<file path="config.mk">
export PLATFORM = sky130hd
export DESIGN_NAME = bfla_ram
export DESIGN_NICKNAME = d
export VERILOG_FILES = /design/src/hdl/block_free_list_allocator_assert.svh /design/src/hdl/bfla_ram.sv
export SDC_FILE = /design/constraint.sdc
export NUM_CORES = 1
export LEC_CHECK = 0
export ABC_CLOCK_PERIOD_IN_PS = 3900
export BUFFER_PORTS_ARGS = -buffer_cell sky130_fd_sc_hd__buf_2
export CORE_UTILIZATION = 38
export CTS_BUF_LIST = sky130_fd_sc_hd__clkbuf_2 sky130_fd_sc_hd__clkbuf_4 sky130_fd_sc_hd__clkbuf_8
export DETAILED_ROUTE_END_ITERATION = 8
export GPL_ROUTABILITY_DRIVEN = 0
export PLACE_DENSITY_LB_ADDON = 0.12
export SKIP_LAST_GASP = 1
export SLEW_MARGIN = 20
export SYNTH_ARGS = -nofsm -noshare
export SYNTH_HDL_FRONTEND = slang
export SYNTH_SLANG_ARGS = --single-unit
</file>
<file path="constraint.sdc">
create_clock -name i_clk -period 3.9 [get_ports i_clk]
set_clock_uncertainty 0.1 [all_clocks]
set_input_delay 0.585 -clock i_clk [delete_from_list [all_inputs] [get_ports i_clk]]
set_output_delay 0.585 -clock i_clk [all_outputs]
set_load 0.01 [all_outputs]
</file>
<file path="src/hdl/block_free_list_allocator_assert.svh">
// ----------------------------------------------------------------------------
// block free list allocator assertion macros
// shared property forms for the allocator checks
// ----------------------------------------------------------------------------
`ifndef BLOCK_FREE_LIST_ALLOCATOR_ASSERT_SVH
`define BLOCK_FREE_LIST_ALLOCATOR_ASSERT_SVH

// same-cycle implication
`define BFLA_ASSERT_NOW(label, ante, cons, msg) \
    label: assert property (@(posedge i_clk) disable iff (!i_rst_n) \
        (ante) |-> (cons)) else $error(msg);

// next-cycle implication
`define BFLA_ASSERT_NEXT(label, ante, cons, msg) \
    label: assert property (@(posedge i_clk) disable iff (!i_rst_n) \
        (ante) |=> (cons)) else $error(msg);

`endif

</file>
<file path="src/hdl/bfla_ram.sv">
// ----------------------------------------------------------------------------
// bfla_ram
// generic single write port, single read port ram with registered read
// ----------------------------------------------------------------------------
module bfla_ram #(
    parameter int WIDTH = 8,
    parameter int DEPTH = 16
) (
    input  logic                     i_clk,
    input  logic                     i_we,
    input  logic [$clog2(DEPTH)-1:0] i_waddr,
    input  logic [WIDTH-1:0]         i_wdata,
    input  logic [$clog2(DEPTH)-1:0] i_raddr,
    output logic [WIDTH-1:0]         o_rdata
);

    logic [WIDTH-1:0] r_mem [DEPTH];
    logic [WIDTH-1:0] r_rdata;

    always_ff @(posedge i_clk) begin
        if (i_we) begin
            r_mem[i_waddr] <= i_wdata;
        end
        r_rdata <= r_mem[i_raddr];
    end

    assign o_rdata = r_rdata;

endmodule

</file>
==> reports/qor.txt <==
gr usage total -> 16.6%
initial antenna violation count -> 0
count of input and output buffers -> 25
status -> finished clean
final-stage net count -> 286
Final Util -> 44.0%
worst slew pin tran -> 1.07 ns
Root Buffer Master -> clkbuf_8
CORE AREA -> 13200 µm²
row count -> 42
Final Critical Period -> 2.06 ns
VDD IR max -> 0.264 mV
crit end category -> flop
clock latency on the worst-skew pair -> 0.43 ns
critical path type -> in2reg
Final Power -> 0.00291 W
WHS Path Cells -> 1
Yosys warnings -> 0
synthesized instance count -> 229
WL/cell -> 22.9 µm
layout cell share with drive strength beyond 1 -> 28.6%
PostCTS Resize Cnt -> 0
register bit total from synthesis -> 136
DRC Markers -> 0
Vias/cell -> 5.16
setup repair bufs after CTS -> 0
grt total ovfl -> 0
Synth cell types -> 19
final wirelength -> 10400 µm
synthesized area per cell -> 22.5 µm²
Final Hold Fails -> 0
Max Freq -> 485 MHz
Initial Util -> 38.9%
DIE AREA -> 14000 µm²
Pins Over Slew Limit -> 0
Die Y -> 118 µm
commonest non-fill, non-tap cell in the layout -> edfxtp_1
DIE WIDTH -> 118 µm
First-pass DRT Iterations -> 5
setup violators final -> 0
critical path startpoint -> i_raddr[0]
commonest non-fill, non-tap cells in the layout -> edfxtp_1 (128), buf_2 (25), mux4_2 (18), clkbuf_8 (18), a22oi_1 (16)
R2R setup slack -> 2.45 ns
HP Class -> in2reg
number of max-cap violations -> 0
RSZ-0062 raised after global routing -> no
CTS sink count -> 136
# hold bufs at CTS -> 0
area grow syn2layout -> 13.3%
reg-to-reg startpoint -> r_mem[2][5]
leakage power -> 1.92 nW
Worst-path clk slew -> 0.07 ns
vias in the first global route -> 2420
Max-slew headroom -> 28.6%
routed vias -> 2355
CP Data Arrival Time -> 2.27 ns
ANT nets after route -> 0
Final period util -> 52.9%
Starting DRT DRC Count -> 139
Syn Std Cell Area -> 5150 µm²
Fillers -> 1188
Top Ports -> 26
worst endpoint required time -> 4.11 ns
CTS tree -> built
Total Neg Setup Slack -> 0 ns
first-pass GRT wire length -> 15700 µm
Pwr per Cell Area -> 499 nW/µm²
syn_nets -> 247
Worst R2R Path Depth -> 3
Final HPWL DP -> 6540 µm
sequential area share after synthesis -> 77.8%
Worst Setup EP -> o_rdata[6]
Startpoint Class -> input port
CTS Buf Count -> 17
Inserted Diodes -> 0
htree depth -> 4
Max Fanout on Critical Path -> 16
maximum number of pins on one net before global-route repair -> 33
CTS Buffer Depth -> 2
R2R Path End -> o_rdata[5]
worst min-delay path by stage:
stage	startpoint	end	slack, ns
final	i_wdata[6]	r_mem[15][6]	0.44
after global routing	i_wdata[6]	r_mem[1][6]	0.42
after CTS	i_wdata[4]	r_mem[5][4]	0.42
after detailed placement	r_mem[14][5]	o_rdata[5]	0.56
after global placement	r_mem[12][5]	o_rdata[5]	0.57
after floorplan	r_mem[7][0]	o_rdata[0]	0.53
logic make-up after synthesis:
group	Yosys count	synth area share (%)
flops	136	77.8
simple gates	35	3.18
mux	32	15.0
compound gates	16	2.33
buf+inv	10	1.68
synthesized netlist by cell type:
master | instances | share of area, %
and2b_1 | 1 | 0.15
or3b_2 | 1 | 0.17
buf_6 | 3 | 0.66
nor2b_1 | 1 | 0.12
nand2b_1 | 2 | 0.24
a22oi_1 | 16 | 2.3
and2_1 | 1 | 0.12
mux4_2 | 18 | 7.9
nor3_1 | 4 | 0.39
buf_2 | 3 | 0.29
edfxtp_1 | 128 | 75
nand3b_1 | 2 | 0.29
buf_4 | 1 | 0.15
clkdlybuf4s25_2 | 3 | 0.58
mux4_1 | 14 | 7.1
nand3_1 | 1 | 0.097
dfxtp_1 | 8 | 3.1
nor2_1 | 13 | 0.95
nand2_1 | 9 | 0.66
sequential cells by signal, indices dropped and copies added (netlist names):
register	count
r_mem	128
o_rdata	8
metal layers:
| layer | GRT usage (%) | vias up | share of wire, % |
|---|---|---|---|
| met5 | 0 | - | 0 |
| met4 | 5.93 | 0 | 0.78 |
| met3 | 5.07 | 7 | 5.3 |
| met2 | 23.3 | 67 | 45 |
| met1 | 24.4 | 1229 | 48 |
| li1 | - | 1052 | - |
through the flow:
step	hold slack [ns]	cell area [µm²]	setup WS [ns]	std cells
2_1_floorplan	0.529	5150	1.72	229
3_3_place_gp	0.566	5450	1.36	425
3_5_place_dp	0.564	5450	1.31	425
4_1_cts	0.418	5830	1.79	456
5_1_grt	0.421	5830	1.73	456
6_report	0.441	5830	1.84	456
layout make-up:
type	count	area [µm²]	share of cell area, %
Clock buffer	26	308	5.28
Clock inverter	5	73.8	1.27
Multi-Input combinational cell	83	1060	18.2
Sequential cell	136	4000	68.7
Tap cell	176	220	3.78
Timing Repair Buffer	30	163	2.79
critical path, stage by stage:
cell     delay, ns
buf_2         0.44
buf_4         0.33
mux4_2        0.52
a22oi_1       0.28
nand2_1       0.10
power by group:
group / internal (W) / total (W) / switching [W] / leakage (nW)
clock: 0.000634 / 0.00112 / 0.000481 / 0.204
sequential: 0.00163 / 0.00164 / 0.0000100 / 1.22
combinational: 0.0000600 / 0.000148 / 0.0000884 / 0.497
total: 0.00233 / 0.00291 / 0.000580 / 1.92
No activity file was read; power rests on OpenSTA's default activity.
